## config.mk

```make
export PLATFORM = sky130hd
export DESIGN_NAME = pwnr_div
export DESIGN_NICKNAME = d
export VERILOG_FILES = /design/src/hdl/pwnr_pkg.sv /design/src/hdl/pwnr_div.sv
export SDC_FILE = /design/constraint.sdc
export NUM_CORES = 2
export LEC_CHECK = 0
export BUFFER_PORTS_ARGS = -buffer_cell sky130_fd_sc_hd__buf_2
export CAP_MARGIN = 0
export CORE_ASPECT_RATIO = 0.6
export CORE_MARGIN = 2
export CORE_UTILIZATION = 45
export DETAILED_ROUTE_END_ITERATION = 7
export SLEW_MARGIN = 30
export SYNTH_ARGS = -nofsm -noshare
export SYNTH_HDL_FRONTEND = slang
export SYNTH_SLANG_ARGS = --single-unit
export TNS_END_PERCENT = 30
```

## constraint.sdc

```tcl
create_clock -name clk_i -period 7.3 [get_ports clk_i]
set_input_delay 1.825 -clock clk_i [delete_from_list [all_inputs] [get_ports clk_i]]
set_output_delay 1.825 -clock clk_i [all_outputs]
set_load 0.01 [all_outputs]
```

## src/hdl/pwnr_pkg.sv

```systemverilog
// Shared types, constants and latencies of the probe wind rotation block.
// No dependencies.
package pwnr_pkg;

  localparam int ANGLE_BITS_DEF      = 16;
  localparam int SPEED_FRAC_BITS_DEF = 8;

  localparam int SC_W   = 32;
  localparam int Z_W    = 34;
  localparam int NUM_W  = 48;
  localparam int OUT_W  = 24;
  localparam int R_W    = 34;

  localparam int CORDIC_STEPS = 24;
  localparam int CORDIC_LAT   = CORDIC_STEPS + 2;
  localparam int DIV_LAT      = OUT_W + 2;
  localparam int MAT_LAT      = 4;
  localparam int ROT_LAT      = 2;
  localparam int RES_STAGE    = CORDIC_LAT + 1 + DIV_LAT + ROT_LAT;
  localparam int PIPE_LAT     = RES_STAGE + 1;

  typedef logic signed [SC_W-1:0]  sc_t;
  typedef logic signed [R_W-1:0]   rent_t;
  typedef rent_t                   rmat_t [9];
  typedef logic signed [OUT_W-1:0] out_t;

  localparam sc_t  CORDIC_START = 32'sh26DD3B6A;
  localparam out_t OUT_MAX      = 24'sh7FFFFF;
  localparam out_t OUT_MIN      = 24'sh800000;

  localparam logic [31:0] ATAN_TAB [CORDIC_STEPS] = '{
    32'h20000000, 32'h12E4051E, 32'h09FB385B, 32'h051111D4, 32'h028B0D43, 32'h0145D7E1,
    32'h00A2F61E, 32'h00517C55, 32'h0028BE53, 32'h00145F2F, 32'h000A2F98, 32'h000517CC,
    32'h00028BE6, 32'h000145F3, 32'h0000A2FA, 32'h0000517D, 32'h000028BE, 32'h0000145F,
    32'h00000A30, 32'h00000518, 32'h0000028C, 32'h00000146, 32'h000000A3, 32'h00000051
  };

  typedef enum logic [1:0] {
    REG_MOUNT_ROLL  = 2'd0,
    REG_MOUNT_PITCH = 2'd1,
    REG_MOUNT_YAW   = 2'd2
  } cfg_reg_e;

endpackage

```

## src/hdl/pwnr_div.sv

```systemverilog
// Pipelined restoring divider, one quotient bit per stage, truncating
// towards zero and saturating to the output width. Depends on pwnr_pkg.
module pwnr_div (
  input  logic                           clk_i,
  input  logic                           rst_ni,
  input  logic                           valid_i,
  input  logic signed [pwnr_pkg::NUM_W-1:0] num_i,
  input  pwnr_pkg::sc_t                  den_i,
  output logic                           valid_o,
  output pwnr_pkg::out_t                 quo_o
);
  import pwnr_pkg::*;

  localparam int Q     = OUT_W;
  localparam int NM_W  = NUM_W - 1;
  localparam int CMP_W = SC_W + OUT_W;

  logic              v_q    [Q+1];
  logic [NM_W-1:0]   rem_q  [Q+1];
  logic [Q-1:0]      quo_q  [Q+1];
  logic [SC_W-1:0]   d_q    [Q+1];
  logic              neg_q  [Q+1];
  logic              dz_q   [Q+1];
  logic              npos_q [Q+1];
  logic              nneg_q [Q+1];
  logic              ovf_q  [Q+1];

  logic [NUM_W-1:0]  nabs;
  logic [SC_W-1:0]   dabs;
  logic [CMP_W-1:0]  trial [Q];
  out_t              res;

  always_comb begin
    nabs = num_i[NUM_W-1] ? NUM_W'(-num_i) : NUM_W'(num_i);
    dabs = den_i[SC_W-1] ? SC_W'(-den_i) : SC_W'(den_i);
    for (int j = 0; j < Q; j++) begin
      trial[j] = CMP_W'(d_q[j]) << (Q - 1 - j);
    end
  end

  always_comb begin
    if (dz_q[Q]) begin
      res = npos_q[Q] ? OUT_MAX : (nneg_q[Q] ? OUT_MIN : '0);
    end else if (ovf_q[Q] || quo_q[Q][Q-1]) begin
      res = neg_q[Q] ? OUT_MIN : OUT_MAX;
    end else begin
      res = neg_q[Q] ? -out_t'(quo_q[Q]) : out_t'(quo_q[Q]);
    end
  end

  always_ff @(posedge clk_i or negedge rst_ni) begin
    if (!rst_ni) begin
      for (int k = 0; k <= Q; k++) v_q[k] <= 1'b0;
      valid_o <= 1'b0;
    end else begin
      v_q[0] <= valid_i;
      for (int k = 1; k <= Q; k++) v_q[k] <= v_q[k-1];
      valid_o <= v_q[Q];
    end
  end

  always_ff @(posedge clk_i) begin
    rem_q[0]  <= nabs[NM_W-1:0];
    quo_q[0]  <= '0;
    d_q[0]    <= dabs;
    neg_q[0]  <= num_i[NUM_W-1] ^ den_i[SC_W-1];
    dz_q[0]   <= (den_i == '0);
    npos_q[0] <= !num_i[NUM_W-1] && (num_i != '0);
    nneg_q[0] <= num_i[NUM_W-1];
    ovf_q[0]  <= CMP_W'(nabs) >= (CMP_W'(dabs) << Q);
    for (int j = 0; j < Q; j++) begin
      if (CMP_W'(rem_q[j]) >= trial[j]) begin
        rem_q[j+1] <= rem_q[j] - NM_W'(trial[j]);
        quo_q[j+1] <= quo_q[j] | (Q'(1) << (Q - 1 - j));
      end else begin
        rem_q[j+1] <= rem_q[j];
        quo_q[j+1] <= quo_q[j];
      end
      d_q[j+1]    <= d_q[j];
      neg_q[j+1]  <= neg_q[j];
      dz_q[j+1]   <= dz_q[j];
      npos_q[j+1] <= npos_q[j];
      nneg_q[j+1] <= nneg_q[j];
      ovf_q[j+1]  <= ovf_q[j];
    end
    quo_o <= res;
  end

endmodule

```

== Yosys cells after proc, flatten, opt, wreduce, memory -nomap -nowiden ==
Memories as Yosys holds them, arrays and structs flattened.
Cells that the tools add are included.
Word-level totals
  ROM bits: 0
  flip-flop bits (word level): 50
  input bits: 83
  output and inout bits: 25
  memories kept: 8
  memory bits (writable): 2700
  bits in latches: 0
Memories
  rem_q: depth 25, bits a word 47, rd ports 24, clocked after memory_dff 0, write ports 25, RTL line pwnr_div.sv:19  | logic [NM_W-1:0] rem_q [Q+1];
  d_q: depth 25, bits a word 32, rd ports 24, clocked after memory_dff 0, write ports 25, RTL line pwnr_div.sv:21  | logic [SC_W-1:0] d_q [Q+1];
  quo_q: depth 25, bits a word 24, rd ports 25, clocked after memory_dff 0, write ports 25, RTL line pwnr_div.sv:20  | logic [Q-1:0] quo_q [Q+1];
  dz_q: depth 25, bits a word 1, rd ports 25, clocked after memory_dff 0, write ports 25, RTL line pwnr_div.sv:23  | logic dz_q [Q+1];
  neg_q: depth 25, bits a word 1, rd ports 25, clocked after memory_dff 0, write ports 25, RTL line pwnr_div.sv:22  | logic neg_q [Q+1];
  nneg_q: depth 25, bits a word 1, rd ports 25, clocked after memory_dff 0, write ports 25, RTL line pwnr_div.sv:25  | logic nneg_q [Q+1];
  2 more memories
Cells by class
  multipliers: 0
  bitwise operators: 49
  reductions and logical operators: 5
  $add $sub $neg: 27
  equality and inequality tests: 0
  shifts and indexed selects: 0
  $lt $le $gt $ge: 25
  multiplexer cells: 128
  divide/modulo/power cells: 0
Operator list (count)
  2-to-1 mux 47 bit: 24
  2-to-1 mux 24 bit: 30
  subtractor 47 bit: 9
  2-to-1 mux 1 bit: 72
  >= comparator 48 x 56 -> 1 bit: 1
  >= comparator 47 x 55 -> 1 bit: 1
  >= comparator 47 x 54 -> 1 bit: 1
  >= comparator 47 x 53 -> 1 bit: 1
  >= comparator 47 x 52 -> 1 bit: 1
  >= comparator 47 x 51 -> 1 bit: 1
  >= comparator 47 x 50 -> 1 bit: 1
  >= comparator 47 x 49 -> 1 bit: 1
  >= comparator 47 x 48 -> 1 bit: 1
  2-to-1 mux 48 bit: 1
  negator 48 bit: 1
  OR 1 bit: 48
  nonzero test 48 bit: 1
  >= comparator 47 x 32 -> 1 bit: 1
  >= comparator 47 x 33 -> 1 bit: 1
  >= comparator 47 x 34 -> 1 bit: 1
  >= comparator 47 x 35 -> 1 bit: 1
  >= comparator 47 x 36 -> 1 bit: 1
  >= comparator 47 x 37 -> 1 bit: 1
  >= comparator 47 x 38 -> 1 bit: 1
  other kinds (32): 32

== Depth between registers and ports, before layout ==
An unclocked memory read counts as a cell.
  word-level depth: 5
  gate-level depth with buffers: 22
  depth with buffers taken out: 22

== Least setup slack after synthesis ==
OpenSTA, ideal clock, no wires.
  path type: input to register
  start: input port num_i[23] (netlist bit)
  end: memory ovf_q[0]
  stages: 18
  path buffers: 0
  path slack: 0.433 ns
  data required time: 7.226 ns
  setup time: 0.074 ns
  arrival: 6.793 ns
  path through: or4_4 -> or3_4 -> or3_4 -> or4_4 -> or4_4 -> or3_4 -> o41ai_4 -> xnor2_1 -> ha_1 -> nand4_1 -> nor2_1 -> nand4b_1 -> or4_1 -> or4_1 -> nor3_1 -> nand4_1 -> or4_1 -> a31oi_1
RTL lines
  start, declared: RTL line pwnr_div.sv:7  | input logic signed [pwnr_pkg::NUM_W-1:0] num_i,
  end, declared: RTL line pwnr_div.sv:26  | logic ovf_q [Q+1];

==> metrics.txt <==
Die Wd a little over 600 um; Clock Skews 0.0702 ns; global placer's final weighted congestion 0.951; register area share after synthesis 0.475; CP Data Arrival Time a little under 8 ns; CTS Hold Bufs 0; max-slew violations 0; Final Critical Period 7.06 ns; Worst-Margin Slew 1.13 ns; dpl ws -0.615 ns; first-pass GRT wire length 433000 um; H-tree levels 4; fmax between 100 and 150 MHz; Synth async-reset ratio 0.0110; gr usage total 0.250; Routed Antenna Nets 0; critical path depth in cells 21; clock buffer depth 4; final wirelength 288000 um; Die H 369 um; I/O pin count between 100 and 150; VDD IR max 0.000304 V; Synth Cell Area 0.100 mm^2; Ys Warns 0; Final setup viols 0; Avg Cell Area, Syn 9.59 um^2; share of cells above drive strength 1 0.0924; cell row count 134; clock buffer count from CTS around 220; fill count just over 20000; top_reg_cell synth dfxtp_1; Power Density 477 mW/mm^2; post-route insts no fill 13800; Area contributors post-synth dfxtp_1 47%, ha_1 9.5%, xnor2_1 3.9%; port bufs about 110; Clock Latency Late Sink between 0.8 and 0.9 ns; syn_nets around 11000; Top Family by Delay on Critical Path simple AND/OR/NAND/NOR gates; CTS tree done; Crit. End Element register; post-synthesis cell count 10400; Placed Cells between 10000 and 15000; WS Path Type in2reg; vias per cell around 5.4; DPL Wire Length ~230000 um; critical path buffer and inverter count 3; cell chain of the critical path buf_2 > or4_4 > or3_4 > or3_4 > or4_4 > or4_4 > or3_4 > o31ai_2 > xnor2_1 > ha_1 > nand4_1 > nor2_1 > buf_4 > nand4b_1 > or4_1 > or4_1 > nor3_1 > nand4_1 > or4_1 > buf_4 > a31oi_1; Via Count 75100; grt total ovfl 0; WHS Path Cells 0; post-synth cell types 87; routed len/inst 20.8 um; Crit Path Max Fanout 5; initial antenna violation count 12; Final Hold Fails 0; CTS clk-pin slew, worst paths 0.06 ns; top cell type's share of synthesized area 0.469; post-synth top area cell dfxtp_1; synthesis-stage register bit count ~2400; CTS Sinks 2371; Core Area 0.222 mm^2; status finished, final reports clean; fin crit share 0.967; RSZ-0062 raised after global routing no; clk root buf clkbuf_16; drt initial violations 8285; Rel. slew slack 0.239; max cap viols 0; FF-to-FF path depth 14; largest net degree at the start of global routing 69; Static Leak 50.6 nW; Setup WS post-layout 0.238 ns; worst endpoint required time 8.07 ns; CP peak stage delay 0.54 ns; via count of the first global-routing pass 69300; DRT Pass-1 Iters 6; die area 0.226 mm^2; DR DRC count 0; total power draw 53.7 mW; WHS 0.283 ns; kind of start point of the critical path input pin; Post-synth EDFFs 0; layout net count 11500; P&R area growth vs syn 12.3%; hold crit path type reg2reg; CP max stage cell or4_4; Initial Util 0.452
worst register-to-register path, delay by kind of cell (launching register included):
kind | cells | cell delay [ns]
AOI/OAI and AO/OA | 7 | 2.64
adders and majority gates | 2 | 0.45
buffers and inverters | 1 | 0.65
DFF | 1 | 0.42
muxes | 1 | 0.52
and+or+nand+nor | 3 | 0.65
where the power goes:
part | internal, mW | switching [mW]
combinational | 9.64 | 13.8
clock | 6.95 | 5.10
sequential | 16.3 | 1.94
total | 32.8 | 20.9
cell type report:
class                           instances  area, um^2  share of cell area
Multi-Input combinational cell       6860       48400               0.430
Antenna cell                            7        17.5            0.000156
Clock inverter                         84        1150              0.0102
Sequential cell                      2371       47600               0.423
Clock buffer                          308        6360              0.0565
Tap cell                             2992        3740              0.0333
Timing Repair Buffer                  245        1590              0.0141
Inverter                              982        3690              0.0328
Yosys cell counts (16+ instances only):
master,count
dfxtp_1,2345
nand2_1,708
mux2i_1,29
or2_2,31
inv_1,980
mux2_2,279
a211oi_1,58
a311oi_1,16
a21oi_1,718
o21ai_0,649
o41ai_1,16
nor3b_1,19
dfrtp_1,26
a2111oi_0,19
o211ai_1,44
nor2_1,605
buf_1,17
nor3_1,167
and2_1,32
a31oi_1,77
nor4_1,118
fa_1,23
a21boi_0,32
a211o_1,28
or3_1,60
and3_1,75
xor2_1,302
nand3_1,160
nand3b_1,20
o21bai_1,92
o22ai_1,17
o31ai_1,78
a21o_1,398
nand2b_1,126
o31a_1,21
ha_1,759
o21a_1,109
nor2b_1,135
or4_1,46
xnor2_1,447
clkbuf_1,195
nand4_1,145
state kept, by name, summed over array words and instances (netlist names):
name     cells
rem_q     1128
d_q        768
quo_q      300
dz_q        25
neg_q       25
nneg_q      25
npos_q      25
ovf_q       25
v_q         25
quo_o       24
valid_o      1
logic make-up (layout without fill, tap and decap cells):
| group | Yosys count | in the layout | share of synthesized area |
|---|---|---|---|
| AOI/OAI and AO/OA | 2509 | 2509 | 0.157 |
| DFF | 2371 | 2371 | 0.475 |
| and+or+nand+nor | 2512 | 2512 | 0.123 |
| muxes | 308 | 308 | 0.0343 |
| buffers and inverters | 1210 | 1619 | 0.0458 |
| xor gates and xnor gates | 749 | 749 | 0.0655 |
| other | 0 | 7 | 0 |
| adders and majority gates | 782 | 782 | 0.0994 |
worst paths after layout:
| path | from | to | slack, ns |
|---|---|---|---|
| worst max-delay path | num_i[23] | ovf_q[0] | 0.24 |
| worst min-delay path | quo_q[0][235] | quo_q[0][259] | 0.28 |
| worst max register to register | d_q[0][128] | rem_q[0][281] | 1.87 |
| worst min register to register | quo_q[0][235] | quo_q[0][259] | 0.28 |
| max in group asynchronous | rst_ni | v_q[24] | 5.98 |
| min in group asynchronous | rst_ni | valid_o | 0.93 |
timing repair:
action	4_1_cts	5_1_grt
buffers inserted	0	0
resized for setup	0	4
endpoints found under the setup margin	0	1
through the flow:
stage | cell area, um^2 | setup TNS [ns] | util
after floorplan | 100000 | 0 | -
after global placement | 105000 | -0.580 | 0.473
after detailed placement | 105000 | -0.615 | 0.473
after CTS | 112000 | 0 | 0.507
after global routing | 112000 | 0 | 0.507
final | 113000 | 0 | 0.507
metal layers:
layer	track usage	up-vias	wire (um)	share of wire
met5	0	-	339	0.0012
met3	0.125	272	41200	0.14
met1	0.434	35500	162000	0.56
met4	0.0368	8	3780	0.013
met2	0.245	2592	80800	0.28
li1	-	36700	-	-
cells in the final DEF, fill, tap and decap left out, drive strengths merged, types with 109 or more instances in the layout:
| master | n |
|---|---|
| a21oi | 718 |
| a21o | 398 |
| nor4 | 119 |
| nor3 | 167 |
| nor2 | 606 |
| mux2 | 279 |
| clkbuf | 308 |
| nand2b | 126 |
| inv | 988 |
| o21ai | 652 |
| xnor2 | 447 |
| nand2 | 708 |
| nor2b | 135 |
| buf | 245 |
| nand3 | 160 |
| nand4 | 145 |
| dfxtp | 2345 |
| xor2 | 302 |
| o21a | 109 |
| ha | 759 |
(Power assumes the default switching activity.)
